$ cat config.mk
export PLATFORM = sky130hd
export DESIGN_NAME = xmodem_receive_to_flash
export DESIGN_NICKNAME = d
export VERILOG_FILES = /design/src/sv/xmrf_pkg.sv /design/src/sv/xmrf_front.sv /design/src/sv/xmrf_queue.sv /design/src/sv/xmodem_receive_to_flash.sv
export SDC_FILE = /design/constraint.sdc
export NUM_CORES = 1
export LEC_CHECK = 0
export ABC_AREA = 1
export BUFFER_PORTS_ARGS = -buffer_cell sky130_fd_sc_hd__buf_4
export CAP_MARGIN = 20
export CORE_MARGIN = 3
export CORE_UTILIZATION = 35
export CTS_CLUSTER_DIAMETER = 40
export DETAILED_ROUTE_END_ITERATION = 10
export PLACE_DENSITY = 0.6
export SYNTH_ARGS = -nofsm -noshare
export SYNTH_HDL_FRONTEND = slang
export SYNTH_HIERARCHICAL = 1
export SYNTH_SLANG_ARGS = --single-unit
$ cat constraint.sdc
create_clock -name clk -period 11.5 [get_ports clk]
set_input_delay 2.875 -clock clk [delete_from_list [all_inputs] [get_ports clk]]
set_output_delay 2.875 -clock clk [all_outputs]
set_load 0.02 [all_outputs]
$ cat src/sv/xmrf_pkg.sv
// xmrf_pkg: shared types and constants for the xmodem receiver to flash
// no dependencies
package xmrf_pkg;

  localparam logic [7:0] CH_SOH  = 8'h01;
  localparam logic [7:0] CH_EOT  = 8'h04;
  localparam logic [7:0] CH_ACK  = 8'h06;
  localparam logic [7:0] CH_NAK  = 8'h15;
  localparam logic [7:0] CH_HASH = 8'h23;

  localparam logic [2:0] REG_APP_BASE    = 3'd0;
  localparam logic [2:0] REG_APP_LIMIT   = 3'd1;
  localparam logic [2:0] REG_RAM_BASE    = 3'd2;
  localparam logic [2:0] REG_RAM_SPAN    = 3'd3;
  localparam logic [2:0] REG_RETRY_LIMIT = 3'd4;

  localparam logic [1:0] ST_RUN  = 2'd0;
  localparam logic [1:0] ST_OK   = 2'd1;
  localparam logic [1:0] ST_BAD  = 2'd2;
  localparam logic [1:0] ST_RERR = 2'd3;

  // one result item
  typedef struct packed {
    logic        tx_valid;
    logic [7:0]  tx_byte;
    logic        wr_valid;
    logic [31:0] wr_addr;
    logic [31:0] wr_data;
    logic [1:0]  status;
    logic        last;
  } res_t;

  // classified action passed from front to back
  typedef struct packed {
    logic        has_a;
    res_t        a;
    logic        has_b;
    res_t        b;
  } act_t;

endpackage

$ cat src/sv/xmrf_front.sv
// xmrf_front: protocol state machine, classifies each byte into up to two results
// depends on xmrf_pkg
module xmrf_front import xmrf_pkg::*; #(
  parameter int PACKET_BYTES = 128
) (
  input  logic        clk,
  input  logic        rst_n,
  input  logic        step,
  input  logic        opcode,
  input  logic [7:0]  rx_byte,
  input  logic [31:0] app_base,
  input  logic [31:0] app_limit,
  input  logic [31:0] ram_base,
  input  logic [31:0] ram_span,
  input  logic [2:0]  retry_limit,
  output act_t        act
);

  localparam int CW = $clog2(PACKET_BYTES + 2);
  localparam logic [CW-1:0] WHOLE = CW'((PACKET_BYTES / 4) * 4);
  localparam logic [CW-1:0] LASTB = CW'(PACKET_BYTES + 1);

  localparam logic [2:0] PH_IDLE = 3'd0, PH_HEADER = 3'd1, PH_NUM = 3'd2,
                         PH_COMP = 3'd3, PH_DATA = 3'd4, PH_DRAIN = 3'd5,
                         PH_DONE = 3'd6;

  logic [2:0]    phase_r, phase_nxt;
  logic [7:0]    exp_r, exp_nxt, prev_r, prev_nxt, hdr_r, hdr_nxt;
  logic [CW-1:0] cnt_r, cnt_nxt;
  logic [2:0]    retry_r, retry_nxt;
  logic [23:0]   gath_r, gath_nxt;
  logic [31:0]   waddr_r, waddr_nxt, sp_r, sp_nxt, rv_r, rv_nxt;
  logic          dack_r, dack_nxt;
  logic [1:0]    fst_r, fst_nxt;

  logic [31:0] word, addr;
  logic [32:0] sp_top;
  logic        sp_ok, rv_ok;
  res_t        ra, rb;
  logic        ha, hb;

  assign word   = {rx_byte, gath_r};
  assign addr   = waddr_r + 32'({cnt_r[CW-1:2], 2'b00});
  assign sp_top = {1'b0, ram_base} + {1'b0, ram_span};
  assign sp_ok  = (sp_r >= ram_base) && ({1'b0, sp_r} <= sp_top);
  assign rv_ok  = (rv_r >= app_base) && (rv_r < app_limit);

  always_comb begin
    phase_nxt = phase_r; exp_nxt = exp_r; prev_nxt = prev_r; hdr_nxt = hdr_r;
    cnt_nxt = cnt_r; retry_nxt = retry_r; gath_nxt = gath_r; waddr_nxt = waddr_r;
    sp_nxt = sp_r; rv_nxt = rv_r; dack_nxt = dack_r; fst_nxt = fst_r;
    ra = '0; rb = '0; ha = 1'b0; hb = 1'b0;
    if (opcode) begin
      exp_nxt = 8'd1; prev_nxt = '0; hdr_nxt = '0; cnt_nxt = '0; retry_nxt = '0;
      gath_nxt = '0; waddr_nxt = app_base; sp_nxt = '0; rv_nxt = '0;
      dack_nxt = 1'b0; fst_nxt = ST_RUN; phase_nxt = PH_HEADER;
      ha = 1'b1; ra.tx_valid = 1'b1; ra.tx_byte = CH_NAK;
    end else begin
      case (phase_r)
        PH_HEADER: begin
          if (rx_byte == CH_EOT) begin
            ha = 1'b1; ra.tx_valid = 1'b1; ra.tx_byte = CH_ACK;
            fst_nxt = (sp_ok && rv_ok) ? ST_OK : ST_BAD;
            phase_nxt = PH_DONE;
          end else if (rx_byte == CH_SOH) begin
            phase_nxt = PH_NUM;
          end else if (retry_r >= retry_limit) begin
            fst_nxt = ST_RERR; phase_nxt = PH_DONE; ha = 1'b1;
          end else begin
            retry_nxt = retry_r + 3'd1;
            ha = 1'b1; ra.tx_valid = 1'b1; ra.tx_byte = CH_NAK;
          end
        end
        PH_NUM: begin
          hdr_nxt = rx_byte; phase_nxt = PH_COMP;
        end
        PH_COMP: begin
          cnt_nxt = '0; gath_nxt = '0;
          if (hdr_r == exp_r && rx_byte == ~exp_r) begin
            phase_nxt = PH_DATA;
          end else begin
            dack_nxt = (hdr_r == prev_r); phase_nxt = PH_DRAIN;
          end
        end
        PH_DATA: begin
          if (cnt_r < WHOLE) begin
            case (cnt_r[1:0])
              2'd0: gath_nxt[7:0]   = rx_byte;
              2'd1: gath_nxt[15:8]  = rx_byte;
              2'd2: gath_nxt[23:16] = rx_byte;
              default: begin
                if (addr == app_base) sp_nxt = word;
                if (addr == app_base + 32'd4) rv_nxt = word;
                gath_nxt = '0;
                ha = 1'b1; ra.wr_valid = 1'b1; ra.wr_addr = addr; ra.wr_data = word;
              end
            endcase
          end
          if (cnt_r >= LASTB) begin
            // ack lands in slot a (no write on this byte)
            ha = 1'b1; ra.tx_valid = 1'b1; ra.tx_byte = CH_ACK;
            prev_nxt = hdr_r; exp_nxt = exp_r + 8'd1;
            waddr_nxt = waddr_r + 32'(PACKET_BYTES);
            if (exp_nxt[2:0] == 3'd0) begin
              hb = 1'b1; rb.tx_valid = 1'b1; rb.tx_byte = CH_HASH;
            end
            cnt_nxt = '0; phase_nxt = PH_HEADER;
          end else begin
            cnt_nxt = cnt_r + 1'b1;
          end
        end
        PH_DRAIN: begin
          if (cnt_r >= LASTB) begin
            ha = 1'b1; ra.tx_valid = 1'b1; ra.tx_byte = dack_r ? CH_ACK : CH_NAK;
            cnt_nxt = '0; phase_nxt = PH_HEADER;
          end else begin
            cnt_nxt = cnt_r + 1'b1;
          end
        end
        default: ;
      endcase
    end
    ra.status = (phase_nxt == PH_DONE) ? fst_nxt : ST_RUN;
    rb.status = ra.status;
    ra.last = ~hb;
    rb.last = 1'b1;
    act.has_a = ha; act.a = ra; act.has_b = hb; act.b = rb;
  end

  always_ff @(posedge clk) begin
    if (!rst_n) begin
      phase_r <= PH_IDLE; exp_r <= 8'd1; prev_r <= '0; hdr_r <= '0; cnt_r <= '0;
      retry_r <= '0; gath_r <= '0; waddr_r <= 32'h4000; sp_r <= '0; rv_r <= '0;
      dack_r <= 1'b0; fst_r <= ST_RUN;
    end else if (step) begin
      phase_r <= phase_nxt; exp_r <= exp_nxt; prev_r <= prev_nxt; hdr_r <= hdr_nxt;
      cnt_r <= cnt_nxt; retry_r <= retry_nxt; gath_r <= gath_nxt;
      waddr_r <= waddr_nxt; sp_r <= sp_nxt; rv_r <= rv_nxt; dack_r <= dack_nxt;
      fst_r <= fst_nxt;
    end
  end

  always_ff @(posedge clk) begin
    if (rst_n && step) begin
      assert (!(act.has_b && !act.has_a))
        else $error("second result without first");
    end
  end

  a_done_holds: assert property (@(posedge clk) disable iff (!rst_n)
    (phase_r == PH_DONE && !(step && opcode)) |=> phase_r == PH_DONE)
    else $error("left done without start");
  a_retry_bound: assert property (@(posedge clk) disable iff (!rst_n)
    (step && phase_r == PH_HEADER && !opcode && retry_r >= retry_limit &&
     rx_byte != CH_EOT && rx_byte != CH_SOH) |-> act.a.status == ST_RERR)
    else $error("retry error not flagged");
  a_cnt_bound: assert property (@(posedge clk) disable iff (!rst_n)
    cnt_r <= LASTB)
    else $error("byte count overrun");

endmodule

$ cat src/sv/xmrf_queue.sv
// xmrf_queue: result queue between front and back, pushes up to two results a cycle
// depends on xmrf_pkg
module xmrf_queue import xmrf_pkg::*; (
  input  logic clk,
  input  logic rst_n,
  input  logic push,
  input  act_t act,
  output logic room,
  output logic empty,
  input  logic pop,
  output res_t head
);

  localparam int DEPTH = 4;
  res_t       mem_r [DEPTH];
  logic [1:0] wp_r, rp_r;
  logic [2:0] cnt_r, cnt_nxt;
  logic       do_pop;
  logic [1:0] nin;

  assign empty  = (cnt_r == 3'd0);
  assign do_pop = pop && !empty;
  // room for two results, counting a pop in the same cycle
  assign room   = (cnt_r <= 3'd2) || (cnt_r == 3'd3 && pop);
  assign head   = mem_r[rp_r];
  assign nin    = push ? ({1'b0, act.has_a} + {1'b0, act.has_b}) : 2'd0;
  assign cnt_nxt = cnt_r + {1'b0, nin} - {2'b0, do_pop};

  always_ff @(posedge clk) begin
    if (push && act.has_a) mem_r[wp_r] <= act.a;
    if (push && act.has_b) mem_r[wp_r + 2'd1] <= act.b;
  end

  always_ff @(posedge clk) begin
    if (!rst_n) begin
      wp_r <= '0; rp_r <= '0; cnt_r <= '0;
    end else begin
      wp_r  <= wp_r + nin;
      rp_r  <= rp_r + {1'b0, do_pop};
      cnt_r <= cnt_nxt;
    end
  end

  a_no_over: assert property (@(posedge clk) disable iff (!rst_n)
    cnt_r <= 3'd4) else $error("queue overflow");
  a_pop_moves: assert property (@(posedge clk) disable iff (!rst_n)
    (do_pop && nin == 2'd0) |=> cnt_r == $past(cnt_r) - 3'd1)
    else $error("pop miscounted");
  a_room: assert property (@(posedge clk) disable iff (!rst_n)
    (push && !room) |-> 1'b0) else $error("push without room");

endmodule

$ cat src/sv/xmodem_receive_to_flash.sv
// xmodem_receive_to_flash: top level, config registers, front state machine and result queue
// depends on xmrf_pkg, xmrf_front, xmrf_queue
// results: a byte's results enter the queue when it is accepted and reach the out ports from its head
// throughput: one byte per cycle while full is low; full rises only while the four-entry queue lacks room for two
// reset: rst_n synchronous active low, registers back to their defaults, state idle
// config writes take effect at the next edge and are meant while the block is quiet
module xmodem_receive_to_flash import xmrf_pkg::*; #(
  parameter int PACKET_BYTES = 128
) (
  input  logic        clk,
  input  logic        rst_n,
  input  logic        push,
  output logic        full,
  input  logic        in_opcode,
  input  logic [7:0]  in_rx_byte,
  output logic        empty,
  input  logic        pop,
  output logic        out_tx_valid,
  output logic [7:0]  out_tx_byte,
  output logic        out_wr_valid,
  output logic [31:0] out_wr_addr,
  output logic [31:0] out_wr_data,
  output logic [1:0]  out_status,
  output logic        out_last,
  input  logic        cfg_we,
  input  logic [2:0]  cfg_index,
  input  logic [31:0] cfg_data
);

  logic [31:0] app_base_r, app_limit_r, ram_base_r, ram_span_r;
  logic [2:0]  retry_limit_r;
  logic        room, step;
  act_t        act;
  res_t        head;

  // configuration registers
  always_ff @(posedge clk) begin
    if (!rst_n) begin
      app_base_r <= 32'h4000; app_limit_r <= 32'h80000;
      ram_base_r <= 32'h2000_0000; ram_span_r <= 32'h20000; retry_limit_r <= 3'd3;
    end else if (cfg_we) begin
      case (cfg_index)
        REG_APP_BASE:    app_base_r    <= cfg_data;
        REG_APP_LIMIT:   app_limit_r   <= cfg_data;
        REG_RAM_BASE:    ram_base_r    <= cfg_data;
        REG_RAM_SPAN:    ram_span_r    <= cfg_data;
        REG_RETRY_LIMIT: retry_limit_r <= cfg_data[2:0];
        default: ;
      endcase
    end
  end

  assign full = !room;
  assign step = push && room;

  // front: classifies each byte
  xmrf_front #(.PACKET_BYTES(PACKET_BYTES)) u_front (
    .clk, .rst_n, .step, .opcode(in_opcode), .rx_byte(in_rx_byte),
    .app_base(app_base_r), .app_limit(app_limit_r), .ram_base(ram_base_r),
    .ram_span(ram_span_r), .retry_limit(retry_limit_r), .act
  );

  // back: result queue towards the consumer
  xmrf_queue u_queue (
    .clk, .rst_n, .push(step), .act, .room, .empty, .pop, .head
  );

  assign out_tx_valid = head.tx_valid;
  assign out_tx_byte  = head.tx_byte;
  assign out_wr_valid = head.wr_valid;
  assign out_wr_addr  = head.wr_addr;
  assign out_wr_data  = head.wr_data;
  assign out_status   = head.status;
  assign out_last     = head.last;

endmodule
==> flow_summary.toml, run 1 <==
[logic_synthesis]
yosysSeqAreaShare_pct = 41.2
avgSynthCellArea_sq_um = 7.38
yosys_warnings = 6
synth_cell_types = 56
synth-edff-count = 308
ys.flop_type = "edfxtp_1"
synth_cells = 5012
synth_seq_cells = 607
ys_async_sr_fraction_pct = 0
yosys-top-cells-area = "edfxtp_1 (25%), dfxtp_1 (16%), nand2_1 (11%)"
synth_area_leader_cell = "edfxtp_1"
syn_area_sq_mm = 0.0370
synth_top_area_share_pct = 25.0

[power_and_ir_drop]
swShare_pct = 32.9
power_frac_clock_pct = 41.5
pwr-share-comb_pct = 22.5
p_leak_nw = 16.4
ir_drop_mv = 0.375
p_per_area_mw_per_mm2 = 167
p_total_mw = 6.98
switchingPower_mw = 2.30
seqPwrFrac_pct = 36.0
intPower_mw = 4.68

[route]
vias_per_cell = 5.15
num_vias = 33282
route.detailed.drc = 0
dr.first_iter.drc_count = 3059
post_drt_wl_per_cell_microns = 18.3
detail-route-antenna-nets = 0
routed_wl_microns = 118000
drtPass1Iterations = 6

[worst_setup_path]
start_kind = "input port"
cp_cell_sequence = "buf_4 -> nor2_1 -> a21oi_1 -> inv_1 -> buf_4"
crit_buf_inv = 3
required_ps = 8630
path_class = "input port to output pin"
max_stage_delay_ps = 180
crit_top_cell = "buf_4"
arrival_ps = 3420
critical_path.top_delay_family = "buffers and inverters"
path_max_fanout = 4
crit_slowest_cell = "a21oi_1"
cp-end-kind = "output pin"

[die]
die_area_sq_mm = 0.110
ios = 128
fp.dieW_microns = 331
start_util_pct = 35.5
die_h_microns = 331
core-area_sq_mm = 0.104
rows = 118

[sta]
fmax_mhz = 159
timing.final.ws_setup_ps = 5210
slew_headroom_pct = 28.6
rsz0062_at_grt = "no"
fin_tns_setup_ps = 0
post-route-period-util_pct = 54.7
period_needed_ps = 6290
drv_slew = 0
worstMarginPinSlew_ps = 1070
skew_ps = 47.3
final-setup-viol-count = 0
finalHoldViolations = 0

[global_route]
grt-ovfl-total = 0
antenna_found_initial = 1
grt_pass1_vias = 30176
grt_usage_pct = 20.9
grt_max_degree = 111
grt_pass1_wl_microns = 178000

[clocking]
cts.repair.resized = 0
postCtsHoldBufs = 0
cts_tree = "built"
h-tree-depth = 3
clock_latency_ps = 670
post_cts_buffers = 0
clkSinkCount = 607
cts_root_buf = "clkbuf_16"
clk_pin_slew_worst_paths_ps = 50
cts_max_path_buffers = 3
cts_buffers = 95

[layout]
final_cell_mix = "nand2_1 (1054), nor2_1 (727), o21ai_0 (515)"
antenna-diode-count = 0
final_common_cell = "nand2_1"
drive_gt1_share_pct = 7.65
area_delta_synth_final_pct = 12.8
final_area_sq_mm = 0.0417
nNetsFinal = 5236

[placed_design]
placed_cell_area_sq_mm = 0.0385
port_buffers = 127
post-dp-hpwl_microns = 83200
place_ws_ps = 4760
gp_congestion = 0.932

[outcome]
run_status = "completed"

[run]
drv_cap = 0

[min_path]
hold_class = "flop to flop"
==> per-layer routing <==
| metal | vias to the layer above | track usage, % | part of all wire, % |
|---|---|---|---|
| li1 | 16484 | - | - |
| met4 | 2 | 5.83 | 2.5 |
| met3 | 174 | 3.35 | 7.9 |
| met1 | 15425 | 29.7 | 46 |
| met2 | 1197 | 32.8 | 44 |
| met5 | - | 0 | 0.011 |
==> power groups by stage <==
stage / sequential (mW) / combinational (mW) / clock, mW
floorplan: 2.52 / 1.02 / 0
global placement: 2.55 / 1.55 / 0
detailed placement: 2.55 / 1.57 / 0
CTS: 2.51 / 1.57 / 2.93
global route: 2.52 / 1.72 / 3.02
finish: 2.51 / 1.57 / 2.90
==> per-stage QoR <==
| step | util (%) | std cells | hold slack [ps] |
|---|---|---|---|
| 2_1_floorplan | - | 5085 | 426 |
| 3_3_place_gp | 36.9 | 6284 | 448 |
| 3_5_place_dp | 36.9 | 6285 | 460 |
| 4_1_cts | 40.0 | 6463 | 472 |
| 5_1_grt | 40.0 | 6464 | 491 |
| 6_report | 40.0 | 6464 | 466 |
==> layout make-up <==
cell class / count / area [sq um]
clock buffer: 117 / 2580
clock inverter: 61 / 664
fill: 10882 / 62500
inverter: 507 / 1910
multi-input combinational: 3632 / 18400
sequential: 607 / 15200
tap: 1380 / 1730
timing repair buffer: 160 / 1240
==> path summary, 6_finish.rpt <==
kind                                            end  slack (ps)  depth (start not counted)               start
worst min register to register   u_front/retry_r[2]         470                          1  u_front/retry_r[2]
worst max-delay path                           full        5210                          5                 pop
worst min-delay path             u_front/retry_r[2]         470                          1  u_front/retry_r[2]
worst max register to register  u_queue/mem_r[3][1]        6130                         27       ram_base_r[0]
==> registers in the layout, summed over array words and instances, names as in the netlist, 24 cells and up <==
register	count
ram_base_r	32
u_queue/mem_r	308
u_front/gath_r	24
u_front/waddr_r	32
app_base_r	32
u_front/rv_r	32
app_limit_r	32
ram_span_r	32
u_front/sp_r	32
==> cell usage after synthesis, types with 5 or more instances <==
library cell  instances
a211oi_1             23
a21oi_1             278
a221oi_1             11
a31oi_1              11
buf_1                14
buf_2                68
buf_4               104
buf_6                18
clkbuf_1            132
dfxtp_1             299
edfxtp_1            308
ha_1                181
inv_1               495
inv_2                10
nand2_1            1054
nand2_2               8
nand3_1             331
nand3b_1              7
nand4_1              70
nor2_1              727
nor2_2               20
nor3_1               23
nor3_2                5
nor4_1               12
o211ai_1              7
o21ai_0             516
o21ai_1              38
o22ai_1              77
o31ai_1               5
xnor2_1              27
xor2_1               84
==> logic make-up after synthesis <==
group                    after synthesis  share of synthesized area, %
flip-flops                           607                          41.2
XOR/XNOR                             111                          2.63
adder cells (fa/ha/maj)              184                          6.29
buffers and inverters                846                          10.2
other                                  2                        0.0203
AO/OA/AOI/OAI                        988                          14.2
AND/OR/NAND/NOR                     2274                          25.4
Power figures use the tool's default switching activity.
==> run 2, diff against run 1 <==
ABC_AREA = 0   (was 1)
clock period = 6 ns   (was 11.5 ns; I/O delays follow)
==> flow_summary.toml, run 2 <==
[outcome]
run_status = "completed"

[clocking]
cts.repair.resized = 0
clkSinkCount = 607
cts_root_buf = "clkbuf_16"
clock_latency_ps = 670
post_cts_buffers = 0
postCtsHoldBufs = 0
h-tree-depth = 3
clk_pin_slew_worst_paths_ps = 60
cts_buffers = 97
cts_max_path_buffers = 3
cts_tree = "built"

[logic_synthesis]
avgSynthCellArea_sq_um = 10.8
yosys_warnings = 6
ys.flop_type = "edfxtp_1"
yosys-top-cells-area = "edfxtp_1 (26%), dfxtp_1 (17%), mux2_2 (7.9%)"
synth_seq_cells = 607
syn_area_sq_mm = 0.0357
synth_cell_types = 90
synth_cells = 3290
ys_async_sr_fraction_pct = 0
synth_common_cells = "nand2_1 (388), edfxtp_1 (308), dfxtp_1 (299)"
synth_top_area_share_pct = 25.9
synth_area_leader_cell = "edfxtp_1"
yosysMostFrequentCell = "nand2_1"
synth-edff-count = 308
yosysSeqAreaShare_pct = 42.7

[placed_design]
port_buffers = 127
post-place-cells = 4621
gp_congestion = 0.946
post-dp-hpwl_microns = 69200

[layout]
area_delta_synth_final_pct = 14.4
fin_cells = 4804
antenna-diode-count = 0
fillers = 9603
drive_gt1_share_pct = 20.5
nNetsFinal = 3597
final_common_cell = "nand2_1"
final_util_pct = 40.6
largest_register_ffs = 308
top_register = "u_queue/mem_r"
final_cell_mix = "nand2_1 (388), edfxtp_1 (308), dfxtp_1 (297)"

[sta]
finalHoldViolations = 0
period_needed_ps = 5170
worstMarginPinSlew_ps = 950
drv_slew = 0
fin_tns_setup_ps = 0
rsz0062_at_grt = "no"
skew_ps = 38.5
whs_ps = 455
slew_headroom_pct = 36.6
final-setup-viol-count = 0
fmax_mhz = 193
post-route-period-util_pct = 86.2

[route]
vias_per_cell = 5.24
detail-route-antenna-nets = 0
num_vias = 25171
routed_wl_microns = 99000
drtPass1Iterations = 5
dr.first_iter.drc_count = 2048
route.detailed.drc = 0
post_drt_wl_per_cell_microns = 20.6

[power_and_ir_drop]
ir_drop_mv = 0.258
p_leak_nw = 16.2
p_per_area_mw_per_mm2 = 303

[global_route]
grt_pass1_wl_microns = 152000
grt_max_degree = 66
grt-ovfl-total = 0
grt_pass1_vias = 24807
antenna_found_initial = 0
grt_usage_pct = 18.3

[die]
core-area_sq_mm = 0.101
start_util_pct = 35.5
die_h_microns = 325
die_area_sq_mm = 0.106
rows = 116
fp.dieW_microns = 325
ios = 128

[run]
drv_cap = 0

[worst_setup_path]
cp-end-kind = "flop"
path_max_fanout = 8
arrival_ps = 5580
required_ps = 6410
start_kind = "flop"
path_class = "flop to flop"

[min_path]
hold_class = "flop to flop"
## run 2: cell types whose count changed after synthesis, moves of 77 or more
cell     change
nand3_1    -254
mux2i_1    +204
o21ai_0    -447
nor2_1     -587
a21oi_1    -155
mux4_2      +77
nand2_1    -666
inv_1      -370
mux2_2     +250
## run 2: routing by layer
metal	up-vias	global-route usage [%]	share of wire, %
met4	0	6.29	3.0
met1	12266	24.9	46
met3	159	2.97	5.1
met2	727	29.6	46
met5	-	0	0
li1	12019	-	-
## run 2: path summary, 6_finish.rpt
kind	cells after the start	slack, ps	from	endpoint
setup / recovery	20	830	ram_base_r[6]	u_queue/mem_r[3][2]
hold / removal	2	450	app_limit_r[3]	app_limit_r[3]
setup reg to reg	20	830	ram_base_r[6]	u_queue/mem_r[3][2]
hold reg to reg	2	450	app_limit_r[3]	app_limit_r[3]
## run 2: power breakdown
group / switching [mW] / internal, mW
clock: 2.17 / 3.54
combinational: 1.09 / 0.857
sequential: 0.164 / 4.52
total: 3.43 / 8.92
## run 2: final cells by class
type / instances / area (sq um) / share of cell area, %
Multi-Input combinational cell: 2364 / 18700 / 45.8
Clock buffer: 111 / 2540 / 6.23
Timing Repair Buffer: 168 / 1350 / 3.31
Sequential cell: 607 / 15200 / 37.3
Tap cell: 1357 / 1700 / 4.16
Clock inverter: 71 / 828 / 2.03
Inverter: 126 / 473 / 1.16
## run 2: cell families after synthesis
family / after synthesis / synth area share [%]
buffers and inverters: 392 / 5.93
multiplexers: 591 / 20.4
XOR/XNOR: 140 / 3.55
other: 2 / 0.0210
AND/OR/NAND/NOR: 954 / 13.2
flip-flops: 607 / 42.7
AO/OA/AOI/OAI: 420 / 7.71
adder cells (fa/ha/maj): 184 / 6.52
## run 2: critical path, cell delays in order, from the launching register on
cell,delay (ps)
dfxtp_1,320
ha_1,390
a2111oi_0,480
o21a_1,230
o41ai_1,130
a41oi_1,320
a21oi_1,160
a21oi_1,220
nor3b_1,380
xor2_1,120
ha_1,310
nand4_1,110
nor4_1,430
nand2_1,120
nor4_1,310
nor4_1,80
o21a_1,130
o2111ai_1,90
and2_1,180
nor2_1,100
mux2_2,300
## run 2: per-stage QoR
stage	worst slack, ps	area [sq um]	power (mW)
finish	830	40800	12.4
detailed placement	901	37400	6.74
global route	253	40800	12.8
floorplan	850	36000	6.02
CTS	852	40800	12.5
global placement	969	37400	6.74
